<file path="src/usbpdsnk_pkg.sv">
// ----------------------------------------------------------------------------
// usbpdsnk_pkg
// Types, codes and reset values shared by the USB PD sink connection manager.
// ----------------------------------------------------------------------------
package usbpdsnk_pkg;

  // Widths of the fields and registers
  localparam int unsigned TimeW   = 48;
  localparam int unsigned DelayW  = 24;
  localparam int unsigned ObjW    = 32;
  localparam int unsigned CfgIdxW = 2;
  localparam int unsigned CfgW    = 32;

  // Stream widths, packed fields rounded up to whole bytes
  localparam int unsigned InBits   = 66;
  localparam int unsigned OutBits  = 45;
  localparam int unsigned InDataW  = ((InBits + 7) / 8) * 8;
  localparam int unsigned OutDataW = ((OutBits + 7) / 8) * 8;

  // Register indexes on the configuration port
  typedef enum logic [CfgIdxW-1:0] {
    CFG_CONNECT_DEBOUNCE    = 2'd0,
    CFG_DISCONNECT_DEBOUNCE = 2'd1,
    CFG_REQUEST_DELAY       = 2'd2,
    CFG_REQUEST_OBJECT      = 2'd3
  } cfg_idx_t;

  // Register reset values
  localparam logic [DelayW-1:0] ConnectDebounceRst    = 24'd150000;
  localparam logic [DelayW-1:0] DisconnectDebounceRst = 24'd50000;
  localparam logic [DelayW-1:0] RequestDelayRst       = 24'd1000;
  localparam logic [ObjW-1:0]   RequestObjectRst      = 32'h4303_20C8;

  // Received message types of interest
  localparam logic [4:0] MsgSourceCap = 5'd1;
  localparam logic [4:0] MsgAccept    = 5'd3;
  localparam logic [4:0] MsgPsReady   = 5'd6;

  // Port attach state
  typedef enum logic [1:0] {
    PORT_DISCONNECTED = 2'd0,
    PORT_ATTACH_DEB   = 2'd1,
    PORT_CONNECTED    = 2'd2,
    PORT_DETACH_DEB   = 2'd3
  } port_mode_t;

  // Power negotiation state
  typedef enum logic [2:0] {
    NEG_IDLE         = 3'd0,
    NEG_CAPS_RECEIVED = 3'd1,
    NEG_REQUEST_SENT = 3'd2,
    NEG_WAIT_ACCEPT  = 3'd3,
    NEG_WAIT_READY   = 3'd4,
    NEG_READY        = 3'd5
  } neg_mode_t;

  // Alert to clear
  typedef enum logic [2:0] {
    CLR_NONE       = 3'd0,
    CLR_CC         = 3'd1,
    CLR_RX         = 3'd2,
    CLR_HARD_RESET = 3'd3,
    CLR_TX_DONE    = 3'd4
  } clear_t;

  // Configuration register set
  typedef struct packed {
    logic [DelayW-1:0] connect_debounce_us;
    logic [DelayW-1:0] disconnect_debounce_us;
    logic [DelayW-1:0] request_delay_us;
    logic [ObjW-1:0]   request_data_object;
  } cfg_t;

  // One poll beat; last member sits in the lowest bits
  typedef struct packed {
    logic [TimeW-1:0] now_us;
    logic [2:0]       msg_object_count;
    logic [4:0]       msg_type;
    logic [1:0]       cc2_level;
    logic [1:0]       cc1_level;
    logic             cc_terminated;
    logic             alert_tx_done;
    logic             alert_hard_reset;
    logic             alert_rx_message;
    logic             alert_cc_change;
    logic             alert_pending;
  } in_item_t;

  // One result beat; last member sits in the lowest bits
  typedef struct packed {
    logic            halted;
    neg_mode_t       negotiation_state;
    port_mode_t      port_state;
    logic [ObjW-1:0] request_object;
    logic            send_request;
    logic            orientation;
    logic            commit_connection;
    logic            restart_detection;
    clear_t          clear_alert;
  } out_item_t;

  // A timer expires once now passes stamp plus delay (sum taken without wrap)
  function automatic logic timer_expired(input logic [TimeW-1:0]  now,
                                         input logic [TimeW-1:0]  stamp,
                                         input logic [DelayW-1:0] delay);
    logic [TimeW:0] limit;
    limit = {1'b0, stamp} + {{(TimeW - DelayW + 1){1'b0}}, delay};
    return {1'b0, now} > limit;
  endfunction

endpackage

</file>
<file path="src/usbpdsnk_cfg.sv">
// ----------------------------------------------------------------------------
// usbpdsnk_cfg
// Configuration register file written through a plain write port.
// ----------------------------------------------------------------------------
module usbpdsnk_cfg
  import usbpdsnk_pkg::*;
(
  input  logic               clk,
  input  logic               rst,
  input  logic               cfg_we,
  input  logic [CfgIdxW-1:0] cfg_index,
  input  logic [CfgW-1:0]    cfg_data,
  output cfg_t               cfg
);

  // Write the addressed register
  always_ff @(posedge clk) begin
    if (rst) begin
      cfg.connect_debounce_us    <= ConnectDebounceRst;
      cfg.disconnect_debounce_us <= DisconnectDebounceRst;
      cfg.request_delay_us       <= RequestDelayRst;
      cfg.request_data_object    <= RequestObjectRst;
    end else if (cfg_we) begin
      case (cfg_idx_t'(cfg_index))
        CFG_CONNECT_DEBOUNCE:    cfg.connect_debounce_us    <= cfg_data[DelayW-1:0];
        CFG_DISCONNECT_DEBOUNCE: cfg.disconnect_debounce_us <= cfg_data[DelayW-1:0];
        CFG_REQUEST_DELAY:       cfg.request_delay_us       <= cfg_data[DelayW-1:0];
        CFG_REQUEST_OBJECT:      cfg.request_data_object    <= cfg_data[ObjW-1:0];
        default: ;
      endcase
    end
  end

endmodule

</file>
<file path="src/usbpdsnk_in_reg.sv">
// ----------------------------------------------------------------------------
// usbpdsnk_in_reg
// Input register: holds one poll beat until the core takes it.
// ----------------------------------------------------------------------------
module usbpdsnk_in_reg
  import usbpdsnk_pkg::*;
(
  input  logic     clk,
  input  logic     rst,
  input  logic     in_valid,
  output logic     in_ready,
  input  in_item_t in_item,
  output logic     held_valid,
  output in_item_t held_item,
  input  logic     take
);

  // Free when empty or when the held beat leaves this cycle
  assign in_ready = !held_valid || take;

  // Valid flag
  always_ff @(posedge clk) begin
    if (rst) begin
      held_valid <= 1'b0;
    end else if (in_ready) begin
      held_valid <= in_valid;
    end
  end

  // Payload, no reset
  always_ff @(posedge clk) begin
    if (in_ready && in_valid) begin
      held_item <= in_item;
    end
  end

endmodule

</file>
<file path="src/usbpdsnk_core.sv">
// ----------------------------------------------------------------------------
// usbpdsnk_core
// Port and negotiation state, single-pass alert and timer logic, result register.
// ----------------------------------------------------------------------------
module usbpdsnk_core
  import usbpdsnk_pkg::*;
(
  input  logic      clk,
  input  logic      rst,
  input  cfg_t      cfg,
  input  logic      held_valid,
  input  in_item_t  held_item,
  output logic      take,
  output logic      res_valid,
  input  logic      res_ready,
  output out_item_t res_item
);

  port_mode_t       port_mode, port_mode_next;
  neg_mode_t        contract_mode, contract_mode_next;
  logic [TimeW-1:0] event_time, event_time_next;
  logic             stopped, stopped_next;
  out_item_t        result;

  // Take a beat when the result register is free or being drained
  assign take = held_valid && (!res_valid || res_ready);

  // Handle the first alert, then check the timers
  always_comb begin
    port_mode_next     = port_mode;
    contract_mode_next = contract_mode;
    event_time_next    = event_time;
    stopped_next       = stopped;
    result             = '0;
    result.clear_alert = CLR_NONE;

    if (!stopped) begin
      if (held_item.alert_pending) begin
        if (held_item.alert_cc_change) begin
          case (port_mode)
            PORT_DISCONNECTED: begin
              if (held_item.cc_terminated) begin
                port_mode_next     = PORT_ATTACH_DEB;
                event_time_next    = held_item.now_us;
                result.clear_alert = CLR_CC;
              end else begin
                stopped_next = 1'b1;
              end
            end
            PORT_ATTACH_DEB: begin
              port_mode_next           = PORT_DISCONNECTED;
              contract_mode_next       = NEG_IDLE;
              result.restart_detection = 1'b1;
              result.clear_alert       = CLR_CC;
            end
            PORT_CONNECTED: begin
              port_mode_next     = PORT_DETACH_DEB;
              event_time_next    = held_item.now_us;
              result.clear_alert = CLR_CC;
            end
            default: begin
              result.clear_alert = CLR_CC;
            end
          endcase
        end else if (held_item.alert_rx_message) begin
          if (port_mode == PORT_CONNECTED) begin
            result.clear_alert = CLR_RX;
            if (held_item.msg_object_count != 3'd0 && held_item.msg_type == MsgSourceCap) begin
              contract_mode_next = NEG_CAPS_RECEIVED;
              event_time_next    = held_item.now_us;
            end else if (contract_mode == NEG_WAIT_ACCEPT) begin
              if (held_item.msg_object_count == 3'd0 && held_item.msg_type == MsgAccept) begin
                contract_mode_next = NEG_WAIT_READY;
              end
            end else if (contract_mode == NEG_WAIT_READY) begin
              if (held_item.msg_object_count == 3'd0 && held_item.msg_type == MsgPsReady) begin
                contract_mode_next = NEG_READY;
              end
            end
          end
        end else if (held_item.alert_hard_reset) begin
          if (port_mode == PORT_CONNECTED) begin
            result.clear_alert = CLR_HARD_RESET;
          end
        end else if (held_item.alert_tx_done) begin
          result.clear_alert = CLR_TX_DONE;
          if (port_mode == PORT_CONNECTED && contract_mode == NEG_REQUEST_SENT) begin
            contract_mode_next = NEG_WAIT_ACCEPT;
          end
        end
      end

      // Timers see the state left by the alert
      if (!stopped_next) begin
        case (port_mode_next)
          PORT_ATTACH_DEB: begin
            if (timer_expired(held_item.now_us, event_time_next,
                              cfg.connect_debounce_us)) begin
              port_mode_next           = PORT_CONNECTED;
              result.commit_connection = 1'b1;
              result.orientation       = (held_item.cc2_level > 2'd1);
            end
          end
          PORT_DETACH_DEB: begin
            if (timer_expired(held_item.now_us, event_time_next,
                              cfg.disconnect_debounce_us)) begin
              port_mode_next = PORT_DISCONNECTED;
            end
          end
          PORT_CONNECTED: begin
            if (contract_mode_next == NEG_CAPS_RECEIVED &&
                timer_expired(held_item.now_us, event_time_next,
                              cfg.request_delay_us)) begin
              contract_mode_next    = NEG_REQUEST_SENT;
              result.send_request   = 1'b1;
              result.request_object = cfg.request_data_object;
            end
          end
          default: ;
        endcase
      end
    end

    result.port_state        = port_mode_next;
    result.negotiation_state = contract_mode_next;
    result.halted            = stopped_next;
  end

  // Advance state and the result valid flag
  always_ff @(posedge clk) begin
    if (rst) begin
      port_mode     <= PORT_DISCONNECTED;
      contract_mode <= NEG_IDLE;
      event_time    <= '0;
      stopped       <= 1'b0;
      res_valid     <= 1'b0;
    end else begin
      if (take) begin
        port_mode     <= port_mode_next;
        contract_mode <= contract_mode_next;
        event_time    <= event_time_next;
        stopped       <= stopped_next;
        res_valid     <= 1'b1;
      end else if (res_ready) begin
        res_valid <= 1'b0;
      end
    end
  end

  // Result payload, no reset
  always_ff @(posedge clk) begin
    if (take) begin
      res_item <= result;
    end
  end

endmodule

</file>
<file path="src/usb_pd_sink_connection_manager_unit.sv">
// ----------------------------------------------------------------------------
// usb_pd_sink_connection_manager_unit
// USB Type-C / PD sink connection manager: one poll beat in, one action beat out.
// ----------------------------------------------------------------------------
// Each beat on the s_ side is one poll of the port controller: alert bits,
// CC status, received header and the time in microseconds. Each poll gives
// exactly one beat on the m_ side: the alert to clear, detection restart,
// connection commit with orientation, power request send with its data
// object, and the port, negotiation and halt state after the poll.
// The configuration port writes the three timer delays and the request
// object; write it only while no poll is in flight.
// An accepted poll passes the input register, then the result register,
// before it shows on m_tdata. Throughput: one poll per cycle while m_tready
// is high, set by the single pass through the alert and timer logic; state
// is updated as each poll leaves the input register, so the next poll sees
// it.
// While m_tready is low, one result waits in the result register and one
// poll in the input register; s_tready then drops until the result drains.
// Reset clears the state to disconnected, idle, not halted, and loads the
// register defaults. After an unterminated CC change while disconnected, the
// block halts and reports only its state until the next reset.
// ----------------------------------------------------------------------------
module usb_pd_sink_connection_manager_unit
  import usbpdsnk_pkg::*;
(
  input  logic                clk,
  input  logic                rst,
  // Poll channel
  input  logic                s_tvalid,
  output logic                s_tready,
  // s_tdata, from bit 0: alert_pending, alert_cc_change, alert_rx_message,
  // alert_hard_reset, alert_tx_done, cc_terminated, cc1_level[2],
  // cc2_level[2], msg_type[5], msg_object_count[3], now_us[48], zero pad
  input  logic [InDataW-1:0]  s_tdata,
  // Action channel
  output logic                m_tvalid,
  input  logic                m_tready,
  // m_tdata, from bit 0: clear_alert[3], restart_detection,
  // commit_connection, orientation, send_request, request_object[32],
  // port_state[2], negotiation_state[3], halted, zero pad
  output logic [OutDataW-1:0] m_tdata,
  // Configuration write port
  input  logic                cfg_we,
  input  logic [CfgIdxW-1:0]  cfg_index,
  input  logic [CfgW-1:0]     cfg_data
);

  cfg_t      cfg;
  in_item_t  held_item;
  logic      held_valid;
  logic      take;
  out_item_t res_item;

  usbpdsnk_cfg u_cfg (
    .clk       (clk),
    .rst       (rst),
    .cfg_we    (cfg_we),
    .cfg_index (cfg_index),
    .cfg_data  (cfg_data),
    .cfg       (cfg)
  );

  usbpdsnk_in_reg u_in_reg (
    .clk        (clk),
    .rst        (rst),
    .in_valid   (s_tvalid),
    .in_ready   (s_tready),
    .in_item    (in_item_t'(s_tdata[InBits-1:0])),
    .held_valid (held_valid),
    .held_item  (held_item),
    .take       (take)
  );

  usbpdsnk_core u_core (
    .clk        (clk),
    .rst        (rst),
    .cfg        (cfg),
    .held_valid (held_valid),
    .held_item  (held_item),
    .take       (take),
    .res_valid  (m_tvalid),
    .res_ready  (m_tready),
    .res_item   (res_item)
  );

  // Pack the result beat, zero pad to whole bytes
  assign m_tdata = {{(OutDataW - OutBits){1'b0}}, res_item};

endmodule

</file>
<file path="config.mk">
export PLATFORM = sky130hd
export DESIGN_NAME = usb_pd_sink_connection_manager_unit
export DESIGN_NICKNAME = d
export VERILOG_FILES = /design/src/usbpdsnk_pkg.sv /design/src/usbpdsnk_cfg.sv /design/src/usbpdsnk_in_reg.sv /design/src/usbpdsnk_core.sv /design/src/usb_pd_sink_connection_manager_unit.sv
export SDC_FILE = /design/constraint.sdc
export NUM_CORES = 1
export LEC_CHECK = 0
export ABC_CLOCK_PERIOD_IN_PS = 7510
export BUFFER_PORTS_ARGS = -buffer_cell sky130_fd_sc_hd__clkbuf_2
export CORE_AREA = 8 8 185 187
export CTS_CLUSTER_DIAMETER = 80
export DETAILED_ROUTE_END_ITERATION = 8
export DIE_AREA = 0 0 193 195
export PLACE_DENSITY_LB_ADDON = 0.1
export SETUP_SLACK_MARGIN = 0.5
export SLEW_MARGIN = 20
export SYNTH_ARGS = -nofsm -noshare
export SYNTH_HDL_FRONTEND = slang
export SYNTH_SLANG_ARGS = --single-unit
</file>
<file path="constraint.sdc">
create_clock -name clk -period 7.51 [get_ports clk]
set_input_delay 1.1265 -clock clk [delete_from_list [all_inputs] [get_ports clk]]
set_output_delay 1.1265 -clock clk [all_outputs]
set_load 0.01 [all_outputs]
</file>
# ---- Word-level counts from Yosys, hierarchy flattened
# Index checks and enable logic that the tools add are counted.
dict set report totals {
  register_bits 269
  latch_bits 0
  ram_bits 0
  romBits 0
  inputBits 111
  out_inout_bits 50
  wordCells 140
  mem_count 0
}
dict set report classes {
  add_sub_neg 3
  mul 0
  div_mod_pow 0
  magnitude_cmp 4
  eq_ne 15
  shift 0
  n_mux 55
  n_bitwise 7
  n_reduce_logical 27
}
# operator n
set op_table {}
lappend op_table {{two-way mux 48 bit} 7}
lappend op_table {{adder 48 x 24 -> 49 bit} 3}
lappend op_table {{greater-than comparator 48 x 49 -> 1 bit} 3}
lappend op_table {{one-hot mux 48 bit (2 select lines)} 1}
lappend op_table {{two-way mux 3 bit} 23}
lappend op_table {{two-way mux 2 bit} 10}
lappend op_table {{two-way mux 1 bit} 12}
lappend op_table {{equality test 2 bit, second input constant} 5}
lappend op_table {{AND reduction 2 bit} 5}
lappend op_table {{OR reduction 3 bit} 3}
lappend op_table {{OR reduction 4 bit} 2}
lappend op_table {{logical AND 1 bit} 7}
lappend op_table {{NOT 1 bit} 7}
lappend op_table {{equality test 2 x 1 -> 1 bit, second input constant} 3}
lappend op_table {{equality test 3 x 2 -> 1 bit, second input constant} 2}
lappend op_table {{one-hot mux 2 bit (3 select lines)} 1}
lappend op_table {{equality test 5 x 1 -> 1 bit, second input constant} 1}
lappend op_table {{equality test 5 x 2 -> 1 bit, second input constant} 1}
lappend op_table {{equality test 5 x 3 -> 1 bit, second input constant} 1}
lappend op_table {{logical NOT 2 bit} 2}
lappend op_table {{one-hot mux 2 bit (2 select lines)} 1}
lappend op_table {{equality test 3 x 1 -> 1 bit, second input constant} 1}
lappend op_table {{equality test 3 bit, second input constant} 1}
lappend op_table {{logical NOT 3 bit} 1}
lappend op_table {{other kinds (6)} 8}

# ---- Logic depth before layout (Yosys ltp)
# Gate-level depths: netlist of run 1.
dict set report depth {
  ltp_word 17
  ltp_mapped 31
}

# ---- Modules after synthesis
# A second synthesis of run 1 with hierarchy kept.
dict set report unflattened {
  hier_cells 2127
  area_unflattened_um2 19213.4
}
# mod n_inst cells_each area_each_um2 seq_area_each_um2
set by_module_without_submodules {}
lappend by_module_without_submodules {usbpdsnk_core 1 1659 12987.5 2452.4}
lappend by_module_without_submodules {usbpdsnk_cfg 1 393 4162.7 2082.0}
lappend by_module_without_submodules {usbpdsnk_in_reg 1 71 2037.0 2001.9}
lappend by_module_without_submodules {usb_pd_sink_connection_manager_unit 1 4 26.3 0.0}

# ---- Worst setup path before layout of run 1
# OpenSTA, ideal clock, no wires.
dict set report synth_timing {
  path_type {reg2reg}
  start {register u_in_reg.held_item[1] (netlist name)}
  end {register u_core.res_item[30] (netlist name)}
  setup_ns 0.255
  arrival_ns 6.539
  required_ns 7.255
  path_slack_ns 0.716
  path_stages_with_launch 30
  path_buffers 6
  synth_period_minus_slack_ns 6.794
  cell_sequence {edfxtp_1 and4bb_4 nand4_2 nand2_2 buf_6 buf_2 buf_2 buf_2 mux2i_1 inv_1 fa_1 a211oi_1 o21ai_0 nand2b_1 o31a_1 o211ai_1 a21oi_1 clkbuf_1 nor3_1 xor2_1 ha_1 a21o_1 a21o_1 a21oi_1 nor3_1 or3_1 nor4_1 nor4_2 clkbuf_1 and2_1}
}
dict set report synth_via {
  elab_chain_len 8
}
# item line
set synth_lines {}
lappend synth_lines {{two-way mux 48 bit} usbpdsnk_core.sv:39} ;# if (held_item.alert_cc_change) begin
lappend synth_lines {{two-way mux 48 bit} usbpdsnk_core.sv:38} ;# if (held_item.alert_pending) begin
lappend synth_lines {{two-way mux 48 bit} usbpdsnk_core.sv:37} ;# if (!stopped) begin
lappend synth_lines {{adder 48 x 24 -> 49 bit} usbpdsnk_pkg.sv:107} ;# limit = {1'b0, stamp} + {{(TimeW - DelayW + 1){1'b0}}, delay};
lappend synth_lines {{greater-than comparator 48 x 49 -> 1 bit} usbpdsnk_pkg.sv:108} ;# return {1'b0, now} > limit;
lappend synth_lines {{logical AND 1 bit} usbpdsnk_core.sv:111} ;# if (contract_mode_next == NEG_CAPS_RECEIVED &&
lappend synth_lines {{NOT 1 bit (no source line)} --}
lappend synth_lines {{OR reduction 4 bit (no source line) (*)} --}
# Every way passes the cells marked *; elsewhere a longest branch is shown, timed or not. The select of a mux whose other input is x is not followed.
# A chain may end at the register's enable or synchronous reset.

# ---- Worst setup path after layout of run 1
dict set report layout_timing {
  start {register u_in_reg.held_item[12] (netlist name)}
  end {register u_core.res_item[27] (netlist name)}
}
dict set report layout_via {
  elab_chain_len 15
}
# item line
set layout_lines {}
lappend layout_lines {{branches (longest 12 deep; another with adder 48 x 24 -> 49 bit)} --}
lappend layout_lines {{logical AND 1 bit (*)} usbpdsnk_core.sv:111}
lappend layout_lines {{NOT 1 bit (no source line) (*)} --}
lappend layout_lines {{OR reduction 4 bit (no source line) (*)} --}
# Every way passes the cells marked *. The select of a mux whose other input is x is not followed.

==> PnR_summary.wiki, run 1 <==
{| class="wikitable"
! Metric !! Value
|-
| Max-slew violation total from the final report || 0
|-
| Peak supply drop || 0.222 mV
|-
| Endpoints failing setup || 0
|-
| Count of synthesis-stage warnings from yosys || 0
|-
| Hold Buf Count CTS || 0
|-
| Synth top area share || between 15 and 20%
|-
| Total GRT Usage || a little under a third
|-
| TritonCTS Sinks || about 270
|-
| Slowest stage cell, crit path || or3b_2
|-
| Type of destination of the critical path || register
|-
| Iteration-0 DRC Markers || 1,494
|-
| Worst r2r dst || u_core.res_item[27]
|-
| Yosys top cell by area || edfxtp_1
|-
| Sequential share of power || between 40% and 50%
|-
| Area of the die || between 30,000 and 40,000 um2
|-
| Number of stages on the worst hold path || 2
|-
| P per Cell Area || around 190 nW/um2
|-
| H-tree levels || 1
|-
| Fill cell total of the finished layout || roughly 2,600
|-
| Clock slew at reported path FFs || approximately 0.060 ns
|-
| Net count reported at finish || between 2,000 and 3,000
|-
| Critical path data required time || roughly 8 ns
|-
| Antenna cell count || 0
|-
| Top layer used by detailed routing || met4
|-
| Buffer levels on the longest clock path || 3
|-
| Root Driver || clkbuf_16
|-
| I/O pins || 161
|-
| Count of cell types in the netlist || 90
|-
| Outcome || finished, final reports clean
|-
| Antenna violations before repair || 0
|-
| Gp weighted congestion || between 0.9 and 1
|-
| Internal power || ~2700 uW
|-
| Primary FF master, synth || dfxtp_1
|-
| Area of the core region || approximately 31,000 um2
|-
| Largest net degree at the start of global routing || 75
|-
| Crit path max fanout || 34
|-
| Switching component of the power || between 1000 and 1500 uW
|-
| Mapped Avg Cell Area || between 8 and 9 um2
|-
| Hold WC Path Type || reg -> reg
|-
| Met2 wire length || roughly 27,000 um
|-
| Clock skew after layout || ~0.036 ns
|-
| Sw frac || 30.4%
|-
| Clock latency at the later pin of the worst-skew pair || around 0.6 ns
|-
| Worst setup slack for register-to-register paths || ~0.78 ns
|-
| Min-Delay Startpoint || u_cfg.cfg[31]
|-
| Die boundary height || ~200 um
|-
| Worst Hold Path EP || u_cfg.cfg[31]
|-
| Static leakage || 0.00881 uW
|-
| Growth of design area from synthesis to finish || 13.0%
|-
| Met1 wire length || 26,200 um
|-
| Number of routed nets with antenna violations || 0
|-
| Average wire per standard cell || approximately 22 um
|-
| Synthesis-stage register bit count || approximately 270
|-
| Part of the cycle the worst path needs || 89.7%
|-
| Post-synthesis async set-or-reset flop share || 0%
|-
| Via total after detailed routing || between 15,000 and 20,000
|-
| Clock period minus final worst setup slack || 6.73 ns
|-
| Number of endpoints with negative hold slack in the final report || 0
|-
| Synth area leaders || edfxtp_1 (17%), dfxtp_1 (17%), ha_1 (14%)
|-
| Worst slew pin tran || around 1.0 ns
|-
| RSZ-0062 raised after global routing || false
|-
| Global route overflow || 0
|-
| Most frequent cell on the critical path || buf_4
|-
| Number of global-route vias before repair || approximately 17,000
|-
| Register-to-Register Path Depth || 27
|-
| Delay contributed by the slowest stage of the critical path || approximately 0.50 ns
|-
| EDFF count, synth || 108
|-
| Part of the Yosys area used for sequential elements || 34.5%
|-
| Maximum clock rate || around 150 MHz
|-
| Count of buffers inserted at the top-level ports || ~150
|-
| Share of the core filled with cells in the final layout || roughly two thirds
|-
| Post-DP HPWL || 44,700 um
|-
| Width of the die || 193 um
|-
| Total wire length || approximately 60,000 um
|-
| Cts bufs inserted || 30
|-
| Number of rows in the core area || between 60 and 70
|-
| First-pass detailed-route iteration total || 6
|-
| Gate Count Post-Synth || 2,200
|-
| First-pass GRT wire length || just over 90,000 um
|-
| Data arrival time at the worst-slack endpoint || around 7 ns
|-
| Logic pwr share || 20.6%
|-
| Maximum capacitance violations || 0
|-
| DR DRC count || 0
|-
| Reg-to-Reg Start || u_in_reg.held_item[12]
|-
| Post-Route Setup TNS || 0 ns
|-
| Proportion of power drawn by the clock network || a little under two fifths
|-
| CTS tree || built
|-
| Vias per Instance || 6.30
|-
| Layout cell share with drive strength beyond 1 || between 10% and 20%
|-
| Combined area of all synthesized cells || between 15,000 and 20,000 um2
|-
| Final Power || between 3000 and 4000 uW
|-
| Final worst hold slack || roughly 0.45 ns
|-
| Category of the critical setup timing path || reg -> reg
|-
| Relative max-transition margin || between 20% and 30%
|-
| Met3 Routed Length || approximately 5000 um
|-
| Effective utilization at floorplan || between 50% and 60%
|-
| Critical path startpoint category || register
|}
==> cell families (layout without fill, tap and decap cells) <==
| family | Yosys count | count (layout) | synth area share [%] |
|---|---|---|---|
| buf+inv | 117 | 294 | 2.54 |
| simple gates | 937 | 937 | 23.7 |
| flops | 268 | 268 | 34.5 |
| fa+ha+maj | 219 | 219 | 14.8 |
| compound gates | 493 | 493 | 16.4 |
| xor+xnor | 124 | 124 | 5.81 |
| mux | 41 | 41 | 2.28 |
| other cells | 1 | 3 | 0.0201 |
==> cell usage after synthesis (63+ instances only) <==
library cell,number
a21o_1,68
a21oi_1,210
clkbuf_1,67
dfxtp_1,160
edfxtp_1,108
ha_1,216
nand2_1,428
nand3_1,81
nor2_1,143
nor3_1,63
o21ai_0,69
==> what timing repair did <==
action / in CTS / in global routing
pin swaps: 1 / 2
setup buffers: 1 / 5
gates resized for setup: 0 / 8
setup endpoints to repair: 1 / 43
==> cell type report <==
cell class                 instances  area, um2  share of cell area (%)
inverter                          33        124                   0.586
multi-input combinational       1817      11800                    56.0
clock buffer                      38        812                    3.84
timing repair buffer             205       1210                    5.72
clock inverter                    18        200                   0.948
sequential                       268       6450                    30.5
tap                              402        503                    2.38
==> per-stage QoR <==
stage | instance area (um2) | cells | setup WS [ns]
6_report | 21100 | 2781 | 0.776
5_1_grt | 21100 | 2781 | 0.460
4_1_cts | 21100 | 2776 | 0.548
3_5_place_dp | 20000 | 2719 | 0.556
3_3_place_gp | 20000 | 2719 | 0.727
2_1_floorplan | 18700 | 2202 | 0.716
==> sequential cells by signal, indices dropped and copies added (netlist names) <==
name and flops:
u_core.res_item 45, u_in_reg.held_valid 1, u_in_reg.held_item 63, u_core.event_time 48
u_core.port_mode 2, u_core.res_valid 1, u_core.contract_mode 3, u_cfg.cfg 104
u_core.stopped 1
==> worst max path at each step <==
stage / from / depth (start not counted) / slack (ns) / to
detailed placement: u_in_reg.held_item[14] / 24 / 0.56 / u_core.port_mode[0]
finish: u_in_reg.held_item[12] / 27 / 0.78 / u_core.res_item[27]
CTS: u_in_reg.held_item[14] / 24 / 0.55 / u_core.port_mode[0]
floorplan: u_in_reg.held_item[1] / 29 / 0.72 / u_core.res_item[30]
global placement: u_in_reg.held_item[16] / 25 / 0.73 / u_core.res_item[25]
global route: u_in_reg.held_item[12] / 27 / 0.46 / u_core.res_item[27]
==> layout by cell type (no fill, tap or decap), drive strengths merged, types with 14 or more instances in the layout <==
| cell type | instances |
|---|---|
| nor2 | 144 |
| xor2 | 62 |
| dfxtp | 160 |
| clkbuf | 185 |
| inv | 35 |
| ha | 216 |
| clkinv | 14 |
| a211oi | 19 |
| o21a | 18 |
| and2 | 39 |
| a31oi | 15 |
| nand4 | 54 |
| nor3 | 64 |
| a21o | 68 |
| and3 | 14 |
| xnor2 | 62 |
| nand3 | 81 |
| a21oi | 210 |
| nand2 | 430 |
| buf | 58 |
| nor2b | 16 |
| edfxtp | 108 |
| o21ai | 70 |
| mux2i | 31 |
| nand2b | 17 |
==> worst max-delay path, delay by kind of cell (launching register included) <==
family / cells / cell delay, ns
xor+xnor: 1 / 0.19
simple gates: 14 / 3.19
flops: 1 / 0.44
compound gates: 5 / 0.96
fa+ha+maj: 2 / 0.68
buf+inv: 5 / 0.98
==> power groups by stage <==
stage | sequential, uW | combinational [uW] | clock [uW]
5_1_grt | 1650 | 902 | 1560
6_report | 1640 | 813 | 1490
3_3_place_gp | 1670 | 766 | 0
4_1_cts | 1640 | 798 | 1510
2_1_floorplan | 1650 | 554 | 0
3_5_place_dp | 1670 | 790 | 0
==> per-layer routing <==
layer  vias up  track usage, %
met5         -               0
met1      8302            42.1
li1       8288               -
met4         0            11.9
met2       775            49.3
met3       144            4.69
Note: power is estimated with default switching activity, not from simulation.
==> run 2, diff against run 1 <==
CORE_AREA = 2 2 179 181   (was 8 8 185 187)
DIE_AREA = 0 0 181 183   (was 0 0 193 195)
REMOVE_ABC_BUFFERS = 1   (was unset)
==> run 2 against run 1 <==
Cell count is 0.29% lower. Worst setup slack worse by 0.035 ns. Maximum frequency is 0.51% lower. Non-clock buffer count is 6 lower. Core utilization is 0.26 points lower. Critical path type unchanged. Largest cell class unchanged.
==> PnR_summary.wiki, run 2 (synthesis gave the netlist of run 1 again) <==
{| class="wikitable"
! Metric !! Value
|-
| Outcome || finished, final reports clean
|-
| Buffer levels on the longest clock path || 3
|-
| Met2 track demand over resource || around 56%
|-
| Total wire length || approximately 57,000 um
|-
| Worst slew pin tran || 1.03 ns
|-
| Area of the die || 33,100 um2
|-
| Number of buffer and inverter stages on the critical path || 5
|-
| Crit path max fanout || 34
|-
| RSZ-0062 raised after global routing || false
|-
| Worst setup slack for register-to-register paths || 0.74 ns
|-
| Slowest stage cell, crit path || or3b_2
|-
| Clock latency at the later pin of the worst-skew pair || 0.56 ns
|-
| Critical path startpoint category || register
|-
| Biggest regs || u_cfg.cfg: 104 flops, u_in_reg.held_item: 63 flops, u_core.event_time: 48 flops
|-
| Share of the core filled with cells in the final layout || approximately 67%
|-
| Total GRT Usage || 33.5%
|-
| Top reg by flops || u_cfg.cfg
|-
| Delay contributed by the slowest stage of the critical path || 0.51 ns
|-
| H-tree levels || 1
|-
| Area of the core region || roughly 31,000 um2
|-
| CTS tree || built
|-
| Data arrival time at the worst-slack endpoint || ~7.1 ns
|-
| Static leakage || 0.00875 uW
|-
| First-pass GRT wire length || slightly below 90,000 um
|-
| Die boundary height || between 150 and 200 um
|-
| Fraction of met3 tracks used by global routing || approximately 4.2%
|-
| Most used cells in the layout excluding fill and tap cells || nand2_1 (428), ha_1 (216), a21oi_1 (207)
|-
| Number of rows in the core area || 65
|-
| Antenna violations before repair || 1
|-
| Maximum capacitance violations || 0
|-
| Endpoints failing setup || 0
|-
| Type of destination of the critical path || register
|-
| Maximum clock rate || approximately 150 MHz
|-
| Layout cell share with drive strength beyond 1 || between 10% and 20%
|-
| Growth of design area from synthesis to finish || 12.6%
|-
| Antenna cell count || 0
|-
| Critical path data required time || 7.81 ns
|-
| Hold WC Path Type || reg -> reg
|-
| Startpoint of the most critical setup path || u_in_reg.held_item[12]
|-
| Worst r2r dst || u_core.res_item[29]
|-
| Met1 routing resource usage after global routing || a little under half
|-
| Post-Route Setup TNS || 0 ns
|-
| First-pass detailed-route iteration total || 6
|-
| Flip-flop count of the largest register, all copies and words added || between 100 and 150
|-
| Cts bufs inserted || 28
|-
| TritonCTS Sinks || roughly 270
|-
| Logic depth of the worst path, buffers included || 26
|-
| Leading cell type in the layout, fill and taps excluded || nand2_1
|-
| Peak supply drop || approximately 0.23 mV
|-
| Placed Cells || 2,716
|-
| Effective utilization at floorplan || roughly 60%
|-
| Part of the cycle the worst path needs || between 90% and 100%
|-
| Global route overflow || 0
|-
| Gp weighted congestion || around 0.98
|-
| Sequential standard cell area || between 6000 and 7000 um2
|-
| Clock slew at reported path FFs || about 0.060 ns
|-
| Dominant delay contributor by cell family on the critical path || simple AND/OR/NAND/NOR gates
|-
| Post-DP HPWL || 42,400 um
|-
| End point of the critical path || u_core.res_item[29]
|-
| Clock skew after layout || about 0.018 ns
|-
| Busiest metal layer after global routing || met2
|-
| Reg-to-Reg Start || u_in_reg.held_item[12]
|-
| Category of the critical setup timing path || reg -> reg
|-
| Count of buffers inserted at the top-level ports || approximately 150
|-
| Width of the die || roughly 180 um
|-
| Net count reported at finish || roughly 2,700
|-
| Iteration-0 DRC Markers || 1,402
|-
| Final worst hold slack || ~0.45 ns
|-
| Via total after detailed routing || about 17,000
|-
| Number of global-route vias before repair || 16,500
|-
| P per Cell Area || ~180 nW/um2
|-
| Fill cell total of the finished layout || 2,589
|-
| DR DRC count || 0
|-
| Number of routed nets with antenna violations || 0
|-
| Relative max-transition margin || a little under a third
|-
| Root Driver || clkbuf_16
|-
| Average wire per standard cell || around 20 um
|-
| Combined area of the multi-input logic cells || around 12,000 um2
|-
| Largest net degree at the start of global routing || between 70 and 80
|-
| Post-layout instance count excluding filler cells || between 2,000 and 3,000
|-
| Clock period minus final worst setup slack || between 6 and 7 ns
|-
| I/O pins || between 150 and 200
|-
| Register-to-Register Path Depth || 26
|-
| Max-slew violation total from the final report || 0
|-
| Number of endpoints with negative hold slack in the final report || 0
|-
| Vias per Instance || 6.21
|}
## run 2: where the power goes
group / internal (uW) / total (uW) / switching (uW)
sequential: 1580 / 1640 / 64.9
clock: 799 / 1370 / 575
combinational: 323 / 800 / 477
## run 2: per-stage QoR
| step | total power, uW | instance area, um2 | setup slack (ns) |
|---|---|---|---|
| final | 3820 | 21000 | 0.741 |
| after detailed placement | 2450 | 20000 | 0.431 |
| after floorplan | 2190 | 18400 | 0.353 |
| after global routing | 3990 | 21000 | 0.516 |
| after global placement | 2430 | 20000 | 0.509 |
| after CTS | 3820 | 21000 | 0.526 |
## run 2: worst min path at each step
| stage | from | end | slack, ns | cells after the start |
|---|---|---|---|---|
| floorplan | u_cfg.cfg[0] | u_cfg.cfg[0] | 0.43 | 2 |
| global placement | u_cfg.cfg[4] | u_cfg.cfg[4] | 0.44 | 2 |
| detailed placement | u_cfg.cfg[9] | u_cfg.cfg[9] | 0.44 | 2 |
| CTS | u_cfg.cfg[9] | u_cfg.cfg[9] | 0.45 | 2 |
| global route | u_cfg.cfg[28] | u_cfg.cfg[28] | 0.48 | 2 |
| finish | u_cfg.cfg[9] | u_cfg.cfg[9] | 0.45 | 2 |
## run 2: worst min-delay path: stages (launching register included)
cell and delay [ns]:
dfxtp_1 0.30, nand2_1 0.05, a21oi_1 0.05
## run 2: cell type report
| cell class | count | share of cell area [%] |
|---|---|---|
| clock buffer | 42 | 3.78 |
| clock inverter | 10 | 0.547 |
| inverter | 33 | 0.589 |
| multi-input combinational | 1819 | 56.4 |
| sequential | 268 | 30.6 |
| tap | 402 | 2.39 |
| timing repair buffer | 199 | 5.65 |
## run 2: routing by layer
layer  share of wire, %  routed length (um)
met1                 44               25100
met2                 46               26000
met3                7.1                4020
met4                2.7                1530
met5                  0                   0
## run 2: timing repair
item | CTS | global route
cloned | 1 | 1
hold buffers | 0 | 0
buffers inserted | 0 | 3
setup endpoints to repair | 36 | 43
pin swaps | 1 | 4
gates resized for setup | 4 | 12
hold endpoints to repair | 0 | 0
